==> src/design/cpr_pkg.sv <==
package cpr_pkg;

	localparam int MAX_RUN_DEF     = 64;
	localparam int OFFSET_BITS_DEF = 32;
	localparam int QUEUE_DEPTH     = 4;
	localparam int OUT_DEPTH       = 2;

	localparam logic KIND_RUN     = 1'b0;
	localparam logic KIND_SUMMARY = 1'b1;

	localparam logic [7:0] OP_JMP_REL  = 8'hE9;
	localparam logic [7:0] OP_CALL_REL = 8'hE8;
	localparam logic [7:0] OP_JMP_SHRT = 8'hEB;
	localparam logic [7:0] OP_RET      = 8'hC3;
	localparam logic [7:0] OP_RET_IMM  = 8'hC2;
	localparam logic [7:0] OP_INT3     = 8'hCC;
	localparam logic [7:0] OP_NOP      = 8'h90;
	localparam logic [7:0] OP_GRP5     = 8'hFF;
	localparam logic [7:0] OP_JCC_LO   = 8'h70;
	localparam logic [7:0] OP_JCC_HI   = 8'h7F;
	localparam logic [7:0] OP_ESCAPE   = 8'h0F;
	localparam logic [7:0] OP_JCC2_LO  = 8'h80;
	localparam logic [7:0] OP_JCC2_HI  = 8'h8F;

	typedef struct packed {
		logic [7:0] live_byte;
		logic [7:0] stored_byte;
		logic       is_last;
	} in_beat_t;

	typedef struct packed {
		logic        kind;
		logic [31:0] run_offset;
		logic [6:0]  run_length;
		logic [31:0] run_count;
		logic        end_of_burst;
	} out_beat_t;

	typedef struct packed {
		logic        mismatch;
		logic        opcode;
		logic        escape;
		logic        cond_tail;
		logic        last;
		logic [31:0] offset;
	} cls_rec_t;

	function automatic logic is_patch_op(input logic [7:0] b);
		return b == OP_JMP_REL || b == OP_CALL_REL || b == OP_JMP_SHRT ||
			b == OP_RET || b == OP_RET_IMM || b == OP_INT3 || b == OP_NOP ||
			b == OP_GRP5 || (b >= OP_JCC_LO && b <= OP_JCC_HI);
	endfunction

endpackage

==> src/design/cpr_front.sv <==
module cpr_front #(
	parameter int OFFSET_BITS = cpr_pkg::OFFSET_BITS_DEF
) (
	input  logic              clk,
	input  logic              arst_n,
	input  logic              key_we,
	input  logic [63:0]       key_data,
	input  logic              in_valid,
	output logic              in_stall,
	input  cpr_pkg::in_beat_t in_data,
	output logic              push,
	output cpr_pkg::cls_rec_t push_rec,
	input  logic              q_full
);

	logic [63:0]            key_q;
	logic [OFFSET_BITS-1:0] off_q;
	logic [7:0]             key_byte;
	logic [7:0]             clean;
	logic [63:0]            off_wide;

	assign in_stall = q_full;
	assign push     = in_valid && !q_full;
	assign key_byte = key_q[{off_q[2:0], 3'b000} +: 8];
	assign clean    = in_data.stored_byte ^ key_byte;
	assign off_wide = 64'(off_q);

	always_comb begin
		push_rec.mismatch  = in_data.live_byte != clean;
		push_rec.opcode    = cpr_pkg::is_patch_op(in_data.live_byte);
		push_rec.escape    = in_data.live_byte == cpr_pkg::OP_ESCAPE;
		push_rec.cond_tail = in_data.live_byte >= cpr_pkg::OP_JCC2_LO &&
			in_data.live_byte <= cpr_pkg::OP_JCC2_HI;
		push_rec.last      = in_data.is_last;
		push_rec.offset    = off_wide[31:0];
	end

	always_ff @(posedge clk or negedge arst_n) begin
		if (!arst_n) begin
			key_q <= '0;
			off_q <= '0;
		end else begin
			if (key_we) begin
				key_q <= key_data;
			end
			if (push) begin
				if (in_data.is_last) begin
					off_q <= '0;
				end else if (off_q != '1) begin
					off_q <= off_q + 1'b1;
				end
			end
		end
	end

endmodule

==> src/design/cpr_queue.sv <==
module cpr_queue (
	input  logic              clk,
	input  logic              arst_n,
	input  logic              push,
	input  cpr_pkg::cls_rec_t push_rec,
	output logic              full,
	input  logic              pop,
	output logic              empty,
	output cpr_pkg::cls_rec_t head
);

	localparam int DEPTH = cpr_pkg::QUEUE_DEPTH;
	localparam int PW    = $clog2(DEPTH);
	localparam int CW    = $clog2(DEPTH + 1);

	cpr_pkg::cls_rec_t entry_q [DEPTH];
	logic [PW-1:0]     wr_q;
	logic [PW-1:0]     rd_q;
	logic [CW-1:0]     cnt_q;

	assign full  = cnt_q == CW'(DEPTH);
	assign empty = cnt_q == '0;
	assign head  = entry_q[rd_q];

	always_ff @(posedge clk) begin
		if (push) begin
			entry_q[wr_q] <= push_rec;
		end
	end

	always_ff @(posedge clk or negedge arst_n) begin
		if (!arst_n) begin
			wr_q  <= '0;
			rd_q  <= '0;
			cnt_q <= '0;
		end else begin
			if (push) begin
				wr_q <= (wr_q == PW'(DEPTH - 1)) ? '0 : wr_q + 1'b1;
			end
			if (pop) begin
				rd_q <= (rd_q == PW'(DEPTH - 1)) ? '0 : rd_q + 1'b1;
			end
			if (push && !pop) begin
				cnt_q <= cnt_q + 1'b1;
			end else if (pop && !push) begin
				cnt_q <= cnt_q - 1'b1;
			end
		end
	end

endmodule

==> src/design/cpr_back.sv <==
module cpr_back #(
	parameter int MAX_RUN = cpr_pkg::MAX_RUN_DEF
) (
	input  logic               clk,
	input  logic               arst_n,
	input  logic               q_empty,
	input  cpr_pkg::cls_rec_t  rec,
	output logic               pop,
	output logic               out_valid,
	input  logic               out_stall,
	output cpr_pkg::out_beat_t out_data
);

	localparam int RW = $clog2(MAX_RUN + 1);

	logic              run_open_q;
	logic [31:0]       run_start_q;
	logic [RW-1:0]     run_bytes_q;
	logic              run_pl_q;
	logic              esc_q;
	logic [31:0]       found_q;

	cpr_pkg::out_beat_t obuf_q [cpr_pkg::OUT_DEPTH];
	cpr_pkg::out_beat_t obuf_nx [cpr_pkg::OUT_DEPTH];
	logic [1:0]         ocnt_q;
	logic [1:0]         ocnt_nx;

	logic               fresh;
	logic               cur_open;
	logic [31:0]        cur_start;
	logic [RW-1:0]      base_bytes;
	logic [RW-1:0]      cur_bytes;
	logic               cur_pl;
	logic               full_run;
	logic               report;
	logic [31:0]        found_nx;
	logic [15:0]        len16;
	logic [1:0]         nres;
	logic               deq;
	logic [1:0]         room;
	logic [1:0]         base_cnt;
	cpr_pkg::out_beat_t res [2];

	always_comb begin
		fresh      = rec.mismatch && !run_open_q;
		cur_open   = rec.mismatch || run_open_q;
		cur_start  = fresh ? rec.offset : run_start_q;
		base_bytes = fresh ? '0 : run_bytes_q;
		if (rec.mismatch) begin
			cur_bytes = base_bytes + 1'b1;
			cur_pl    = (!fresh && run_pl_q) || rec.opcode ||
				(!fresh && esc_q && rec.cond_tail);
		end else begin
			cur_bytes = run_bytes_q;
			cur_pl    = run_pl_q;
		end
		full_run = rec.mismatch && cur_bytes >= RW'(MAX_RUN);
		report   = cur_open && cur_pl && (!rec.mismatch || full_run || rec.last);
		found_nx = (report && found_q != '1) ? found_q + 1'b1 : found_q;
		len16    = 16'(cur_bytes);
		nres     = {1'b0, report} + {1'b0, rec.last};

		res[0].kind         = cpr_pkg::KIND_RUN;
		res[0].run_offset   = cur_start;
		res[0].run_length   = len16[6:0];
		res[0].run_count    = found_nx;
		res[0].end_of_burst = !rec.last;
		res[1].kind         = cpr_pkg::KIND_SUMMARY;
		res[1].run_offset   = '0;
		res[1].run_length   = '0;
		res[1].run_count    = found_nx;
		res[1].end_of_burst = 1'b1;
		if (!report) begin
			res[0] = res[1];
		end
	end

	assign out_valid = ocnt_q != '0;
	assign out_data  = obuf_q[0];
	assign deq       = out_valid && !out_stall;
	assign room      = (2'd2 - ocnt_q) + {1'b0, deq};
	assign pop       = !q_empty && room >= nres;

	always_comb begin
		base_cnt   = ocnt_q - {1'b0, deq};
		obuf_nx[0] = deq ? obuf_q[1] : obuf_q[0];
		obuf_nx[1] = obuf_q[1];
		ocnt_nx    = base_cnt;
		if (pop) begin
			ocnt_nx = base_cnt + nres;
			if (base_cnt == 2'd0) begin
				obuf_nx[0] = res[0];
				obuf_nx[1] = res[1];
			end else if (base_cnt == 2'd1) begin
				obuf_nx[1] = res[0];
			end
		end
	end

	always_ff @(posedge clk) begin
		obuf_q[0] <= obuf_nx[0];
		obuf_q[1] <= obuf_nx[1];
	end

	always_ff @(posedge clk or negedge arst_n) begin
		if (!arst_n) begin
			ocnt_q      <= '0;
			run_open_q  <= 1'b0;
			run_start_q <= '0;
			run_bytes_q <= '0;
			run_pl_q    <= 1'b0;
			esc_q       <= 1'b0;
			found_q     <= '0;
		end else begin
			ocnt_q <= ocnt_nx;
			if (pop) begin
				if (rec.last) begin
					run_open_q  <= 1'b0;
					run_start_q <= '0;
					run_bytes_q <= '0;
					run_pl_q    <= 1'b0;
					esc_q       <= 1'b0;
					found_q     <= '0;
				end else begin
					run_start_q <= cur_start;
					found_q     <= found_nx;
					if (rec.mismatch && !full_run) begin
						run_open_q  <= 1'b1;
						run_bytes_q <= cur_bytes;
						run_pl_q    <= cur_pl;
						esc_q       <= rec.escape;
					end else begin
						run_open_q  <= 1'b0;
						run_bytes_q <= '0;
						run_pl_q    <= 1'b0;
						esc_q       <= 1'b0;
					end
				end
			end
		end
	end

`ifndef SYNTHESIS
	a_run_below_max: assert property (@(posedge clk) disable iff (!arst_n)
		run_bytes_q < RW'(MAX_RUN))
		else $error("open run reached its maximum length without closing");

	a_closed_run_empty: assert property (@(posedge clk) disable iff (!arst_n)
		!run_open_q |-> run_bytes_q == '0 && !run_pl_q && !esc_q)
		else $error("closed run kept residual state");

	a_obuf_bound: assert property (@(posedge clk) disable iff (!arst_n)
		ocnt_q <= 2'd2)
		else $error("result buffer overfilled");

	a_last_clears: assert property (@(posedge clk) disable iff (!arst_n)
		pop && rec.last |=> !run_open_q && found_q == '0)
		else $error("region state not cleared after last beat");
`endif

endmodule

==> src/design/code_patch_run_detector.sv <==
// Compares a stream of live code bytes against XOR-masked reference bytes, one beat per
// clock unless stalled, and reports each closed run of mismatching bytes that looks
// like a patch (offset, length and running count), plus a region summary on the beat
// marked last. The front end unmasks and classifies a byte in the cycle it is accepted
// and writes it to a four-entry queue; the back end updates the run state for one queued
// byte per cycle while its results fit, and places them in a two-entry output buffer.
// Sustained rate is one input beat per cycle while each beat yields at most one result
// and the output is not stalled; a beat that yields both a run report and a summary
// needs two output beats, so the output port sets the rate then. The user must write
// the key register only while the block is idle; the block itself does not enforce it.
module code_patch_run_detector #(
	parameter int MAX_RUN     = cpr_pkg::MAX_RUN_DEF,
	parameter int OFFSET_BITS = cpr_pkg::OFFSET_BITS_DEF
) (
	input  logic               clk,
	input  logic               arst_n,
	input  logic               key_we,
	input  logic [63:0]        key_data,
	input  logic               in_valid,
	output logic               in_stall,
	input  cpr_pkg::in_beat_t  in_data,
	output logic               out_valid,
	input  logic               out_stall,
	output cpr_pkg::out_beat_t out_data
);

	logic              push;
	logic              pop;
	logic              q_full;
	logic              q_empty;
	cpr_pkg::cls_rec_t push_rec;
	cpr_pkg::cls_rec_t head;

	cpr_front #(
		.OFFSET_BITS(OFFSET_BITS)
	) u_front (
		.clk      (clk),
		.arst_n   (arst_n),
		.key_we   (key_we),
		.key_data (key_data),
		.in_valid (in_valid),
		.in_stall (in_stall),
		.in_data  (in_data),
		.push     (push),
		.push_rec (push_rec),
		.q_full   (q_full)
	);

	cpr_queue u_queue (
		.clk      (clk),
		.arst_n   (arst_n),
		.push     (push),
		.push_rec (push_rec),
		.full     (q_full),
		.pop      (pop),
		.empty    (q_empty),
		.head     (head)
	);

	cpr_back #(
		.MAX_RUN(MAX_RUN)
	) u_back (
		.clk       (clk),
		.arst_n    (arst_n),
		.q_empty   (q_empty),
		.rec       (head),
		.pop       (pop),
		.out_valid (out_valid),
		.out_stall (out_stall),
		.out_data  (out_data)
	);

endmodule

==> config.mk <==
export PLATFORM = sky130hd
export DESIGN_NAME = code_patch_run_detector
export DESIGN_NICKNAME = d
export VERILOG_FILES = /design/src/design/cpr_pkg.sv /design/src/design/cpr_front.sv /design/src/design/cpr_queue.sv /design/src/design/cpr_back.sv /design/src/design/code_patch_run_detector.sv
export SDC_FILE = /design/constraint.sdc
export NUM_CORES = 1
export LEC_CHECK = 0
export BUFFER_PORTS_ARGS = -buffer_cell sky130_fd_sc_hd__clkbuf_2
export CAP_MARGIN = 20
export CORE_MARGIN = 3
export CORE_UTILIZATION = 35
export CTS_CLUSTER_DIAMETER = 150
export DETAILED_ROUTE_END_ITERATION = 12
export GPL_TIMING_DRIVEN = 0
export MAX_ROUTING_LAYER = met4
export PLACE_DENSITY = 0.64
export SYNTH_ARGS = -nofsm -noshare
export SYNTH_HDL_FRONTEND = slang
export SYNTH_SLANG_ARGS = --single-unit
==> constraint.sdc <==
create_clock -name clk -period 6.5 [get_ports clk]
set_clock_uncertainty 0.1 [all_clocks]
set_input_delay 0.325 -clock clk [delete_from_list [all_inputs] [get_ports clk]]
set_output_delay 0.325 -clock clk [all_outputs]
set_load 0.02 [all_outputs]
After elaboration in Yosys (flattened, before gate mapping) --
Memory sizes are Yosys's and may differ from the RTL's. Index checks and enable logic that the tools add are counted.
Storage, ports and cells: memories 2, bits in writable memories 294, bits of input ports 86, output and inout port bits 75, flip-flop bits (word level) 179
Memory list:
- u_queue.entry_q | depth 4, width 37, rd ports 1, clocked after Yosys merged registers in 0, write ports 1, RTL line cpr_queue.sv:16 | cpr_pkg::cls_rec_t entry_q [DEPTH];
- u_back.obuf_q | depth 2, width 73, rd ports 2, clocked after Yosys merged registers in 0, write ports 2, RTL line cpr_back.sv:23 | cpr_pkg::out_beat_t obuf_q [cpr_pkg::OUT_DEPTH];
Cells by class: magnitude comparators 6, shift operators 1, add/subtract/negate cells 12, equality and inequality tests 16, bitwise logic cells 1, reduce and logical (&&, ||, !) cells 45, muxes and demuxes 30
Operators by type and width (count):
- $mux 73 | 5
- $mux 32 | 6
- $mux 146 | 1
- $add 32x1->32 const B | 2
- $eq 8x8->1 const B | 8
- $ne 32x32->1 const B | 2
- $shiftx 64x7->8 | 1
- $mux 7 | 4
- $logic_and 1x1->1 | 16
- $logic_or 1x1->1 | 13
- $logic_not 1->1 | 10
- $mux 1 | 9
- $eq 8x4->1 const B | 1
- $ge 8x7->1 const B | 1
- $ge 8x8->1 const B | 1
- $le 8x7->1 const B | 1
- $le 8x8->1 const B | 1
- $ne 8x8->1 | 1
- $xor 8x8->8 | 1
- $add 7x1->7 const B | 1
- $ge 7x7->1 const B | 1
- $mux 2 | 3
- $mux 3 | 2
- $reduce_bool 2->1 | 3
- other kinds (15) | 17

Depth between registers and ports, before layout --
depth after elaboration 16, gate-level depth with buffers 27, depth with buffers taken out 21

By module --
A second synthesis with hierarchy kept.
Unflattened totals: cell total of the unflattened synthesis 1785, area, all modules 21988.6 um^2
By module, submodules not included:
- cpr_back | instances 1, cells an instance 1107, area each 11129.4 um^2, seq. area each 5555.3 um^2
- cpr_queue | instances 1, cells an instance 230, area each 5745.5 um^2, seq. area each 4619.4 um^2
- cpr_front | instances 1, cells an instance 448, area each 5113.7 um^2, seq. area each 2402.3 um^2

Least setup slack after synthesis --
No wires, ideal clock.
path kind reg2reg, start reg, netlist name u_queue.rd_q[0], end mem u_back.obuf_q[0][100] (netlist bit), enable pin, cell stages (with the launch flop) 22, path slack -0.688 ns, arrival 6.650 ns, clock period less this slack 7.188 ns, cell sequence dfrtp_1 > buf_2 > mux4_2 > clkbuf_1 > nand2_1 > clkbuf_1 > and2_1 > ha_1 > nand3_2 > or3_1 > a311o_1 > a21o_1 > buf_6 > inv_1 > ha_1 > ha_1 > inv_1 > a21boi_0 > o32a_1 > clkbuf_1 > clkbuf_1 > and2_1
RTL lines (RTL line):
- to (decl) | cpr_back.sv:23

Worst setup path after layout --
start reg u_queue.rd_q[0], end reg u_queue.cnt_q[2]
Between the ends: cells in the longest elaborated chain, start to end 16, elaborated cells between the ends (all ways) 28
Ends and longest elaborated chain:
- from (decl) | RTL line cpr_queue.sv:18 | logic [PW-1:0] rd_q;
- from (signal assigned) | RTL line cpr_queue.sv:41 | rd_q <= (rd_q == PW'(DEPTH - 1)) ? '0 : rd_q + 1'b1;
- $mem_v2 4x37 (*)
- $logic_and 1x1->1 | RTL line cpr_back.sv:45 | fresh = rec.mismatch && !run_open_q;
- $mux 7 | RTL line cpr_back.sv:48 | base_bytes = fresh ? '0 : run_bytes_q;
- $add 7x1->7 | RTL line cpr_back.sv:50 | cur_bytes = base_bytes + 1'b1;
- $mux 7 | RTL line cpr_back.sv:49 | if (rec.mismatch) begin
- $ge 7x7->1 | RTL line cpr_back.sv:57 | full_run = rec.mismatch && cur_bytes >= RW'(MAX_RUN);
- $logic_and 1x1->1 | RTL line cpr_back.sv:57
- $logic_or 1x1->1 (2 in series) | RTL line cpr_back.sv:58 | report = cur_open && cur_pl && (!rec.mismatch || full_run || rec.last);
- $logic_and 1x1->1 | RTL line cpr_back.sv:58
- $add 1x1->2 (*) | RTL line cpr_back.sv:61 | nres = {1'b0, report} + {1'b0, rec.last};
- $ge 2x2->1 (*) | RTL line cpr_back.sv:82 | assign pop = !q_empty && room >= nres;
- $logic_and 1x1->1 (*) | RTL line cpr_back.sv:82
- $logic_not 1->1 | RTL line cpr_queue.sv:43 | if (push && !pop) begin
- $logic_and 1x1->1 | RTL line cpr_queue.sv:43
- $mux 3 / $reduce_bool 2->1 (equally long branches)
- to (signal assigned) | RTL line cpr_queue.sv:44 | cnt_q <= cnt_q + 1'b1;
- to (signal assigned) | RTL line cpr_queue.sv:46 | cnt_q <= cnt_q - 1'b1;
- to (decl) | RTL line cpr_queue.sv:19 | logic [CW-1:0] cnt_q;
Mark *: on every way between the ends. The rest lies on a longest branch, timed or not. A chain may end at the register's enable or synchronous reset.

==> reports/metrics.cfg <==
[global_routing]
grt_pass1_vias=14500
grt_start_max_net_pins=101
grt_pass1_wl_um=80700
grt_use_total=0.166
antenna_found_initial=1
grt_overflow=0

[synth]
async_flop_share=0.378
synth_nets=1795
syn-mean-instance-area_um2=12.4
ys.flop_type=edfxtp_1
synth_warnings=0
synthesis.area_um2=21100
synth_cell_types=62
synth_edf_count=221
ys_seq_area_frac=0.597
synth_seq_cells=473
synthesis.instances=1692

[floorplanning]
start_util=0.355
io_pins=161
chipWidth_um=251
rows=89
die_h_um=251
coreArea_um2=59200
die_area_um2=63200

[outcome]
outcome=finished, final reports clean

[routing]
num_vias=14200
ant_nets=0
dr_wl_met2_um=25200
drt-met1-wl_um=21800
routed.top_layer=met4
dr.pass1.iters=6
via_per_inst=5.09
route.met3.wl_um=2790
routedWlPerCell_um=18.3
drtIter0Drc=1007
wl_um=51000
route.detailed.drc=0

[final_layout]
diodes=0
postLayoutCellArea_um2=25400
multi_input_area_um2=7510
nNetsFinal=2082
syn2layout_area_growth_pct=20.4
n_fill_cell=5442
layout.cells.most_common_list=edfxtp_1 (221), dfrtp_1 (179), nand2_1 (171)
final_common_cell=edfxtp_1
regArea_um2=12600
finalNonFillerCells=2793
fin_util=0.428
drive_gt1_frac=0.232

[sta]
finalHoldViolations=0
min_period_over_period=0.947
maxSlewHeadroom=0.270
fmax_ghz=0.162
setup_viol=0
period_needed_ps=6160
tightestPinTransition_ps=1090
maxSlewViolCount=0
setup_slack_ps=344
rsz0062_at_grt=no

[place]
dp.cells=2630
hpwl_um=35800
place.gp.congestion=0.853
port_buffers=159
place_ws_ps=-1350
post_dp_cell_area_um2=23000

[cts]
cts_sinks=473
ctsHtreeMaxLevel=2
numCtsBuffers=51
cts-root-buf=clkbuf_16
insertion_delay_ps=590
clkTransAtPathRegs_ps=60
cts_tree=built
cts.path.max_buffers=3

[pwr]
p_per_area_nw_per_um2=502
clkPwrFrac=0.226
leakage_nw=10.2
comb_power_share=0.413
p_seq_frac=0.361
netSwitchingPower_mw=4.89
peakVddDrop_v=0.000409
swShare=0.384
p_int_mw=7.85

[hold_path]
hold_class=input pin to register

[worst_setup_path]
critPathKind=register to register
crit_path_end_kind=register
cp_max_fo=17
cp-start-kind=register
crit_required_ps=6900
critPathArrivalTime_ps=6560
r2r_setup_slack_ps=340

[flow_run]
cap_violations=0

cell usage after synthesis (8+ instances only):
master | number | area [um2]
edfxtp_1 | 221 | 6640
dfrtp_1 | 179 | 4480
nand2_1 | 172 | 646
nor2_1 | 114 | 428
o21ai_0 | 114 | 571
mux2i_1 | 84 | 841
clkbuf_1 | 75 | 282
buf_4 | 73 | 548
dfxtp_1 | 73 | 1460
mux2_2 | 69 | 777
mux4_2 | 52 | 1170
or3_1 | 52 | 325
nand3_1 | 44 | 220
xor2_1 | 42 | 368
xnor2_1 | 37 | 324
a21oi_1 | 36 | 180
a21o_1 | 25 | 188
nor3_1 | 24 | 120
inv_1 | 22 | 82.6
nand4_1 | 22 | 138
ha_1 | 16 | 200
o21a_1 | 13 | 97.6
and2_1 | 12 | 75.1
and3_1 | 12 | 75.1
a22o_1 | 11 | 96.3
and4_1 | 9 | 78.8
buf_1 | 9 | 33.8
a22oi_1 | 8 | 60.1
nor4_1 | 8 | 50.1
registers in the layout (all words and copies together), names as in the netlist, 3 cells and up:
name / count
u_front.off_q: 32
u_queue.entry_q: 148
u_queue.cnt_q: 3
u_back.found_q: 32
u_front.key_q: 64
u_back.run_bytes_q: 7
u_back.obuf_q: 146
u_back.run_start_q: 32
routing by layer:
layer	global-route usage	up-vias
li1	-	6651
met1	0.207	7065
met2	0.278	416
met3	0.0260	86
met4	0.0512	0
met5	-	-
critical path, stage by stage (launching register included):
cell        delay [ps]
dfrtp_1            360
buf_2              240
mux4_2             590
clkbuf_2           250
nand2_8            230
and2_1             160
ha_1               220
nand3_2            120
or3_1              390
a311o_1            360
a21o_1             200
buf_6              140
clkinvlp_4         160
ha_1               280
ha_1               280
inv_1               50
a21boi_0            60
o32a_1             220
inv_1              140
buf_4              240
buf_6              200
ha_1               200
inv_1               70
fa_1               370
xor2_1             170
nor2_1             110
xor2_1             150
logic make-up (layout without fill, tap and decap cells):
kind of cell,count (synthesis),in the layout,synth area share
and+or+nand+nor,487,488,0.109
adders and majority gates,17,17,0.0105
muxes,205,205,0.132
buffers and inverters,189,516,0.0478
xor gates and xnor gates,79,79,0.0329
AOI/OAI and AO/OA,242,242,0.0702
DFF,473,473,0.597
final cells by class:
cell class	instances	area share
repair buffers	234	0.0642
clock inverters	24	0.0100
multi-input cells	1031	0.296
plain buffers	164	0.0367
flip-flops and latches	473	0.496
well taps	773	0.0381
inverters	24	0.00370
clock buffers	70	0.0551
power by group through the flow:
stage	logic, mW	clock network, mW	registers [mW]
floorplan	3.49	0	4.53
global placement	4.96	0	4.65
detailed placement	5.18	0	4.65
CTS	5.26	2.96	4.60
global route	5.78	3.07	4.68
finish	5.26	2.88	4.59
per-stage QoR:
step                      power [mW]  TNS (ps)  hold slack (ps)
after global placement          9.61   -205440              363
after CTS                       12.8         0             67.0
after detailed placement        9.83   -153000              318
after floorplan                 8.02         0            -70.6
final                           12.7         0              116
after global routing            13.5         0              113
final timing paths:
path                                                         from                                 to  cells past startpoint
worst max-delay path                  u_queue.rd_q[0]$_DFFE_PN0N_       u_queue.cnt_q[2]$_DFFE_PN0P_                     26
worst min-delay path                                  in_data[16]   u_queue.entry_q[3][34]$_DFFE_PP_                      2
worst max register to register        u_queue.rd_q[0]$_DFFE_PN0N_       u_queue.cnt_q[2]$_DFFE_PN0P_                     26
worst min register to register  u_back.run_start_q[4]$_DFFE_PN0N_  u_back.run_start_q[4]$_DFFE_PN0N_                      2
max in group asynchronous                                  arst_n     u_back.found_q[27]$_DFFE_PN0N_                      3
min in group asynchronous                                  arst_n      u_front.key_q[19]$_DFFE_PN0P_                      2
repair_timing:
action | CTS | global route
setup endpoints to repair | 225 | 114
setup buffers | 0 | 2
hold endpoints to repair | 147 | 0
resized for setup | 13 | 10
gates cloned | 0 | 1
hold buffers | 66 | 0
Power figures use the tool's default switching activity.
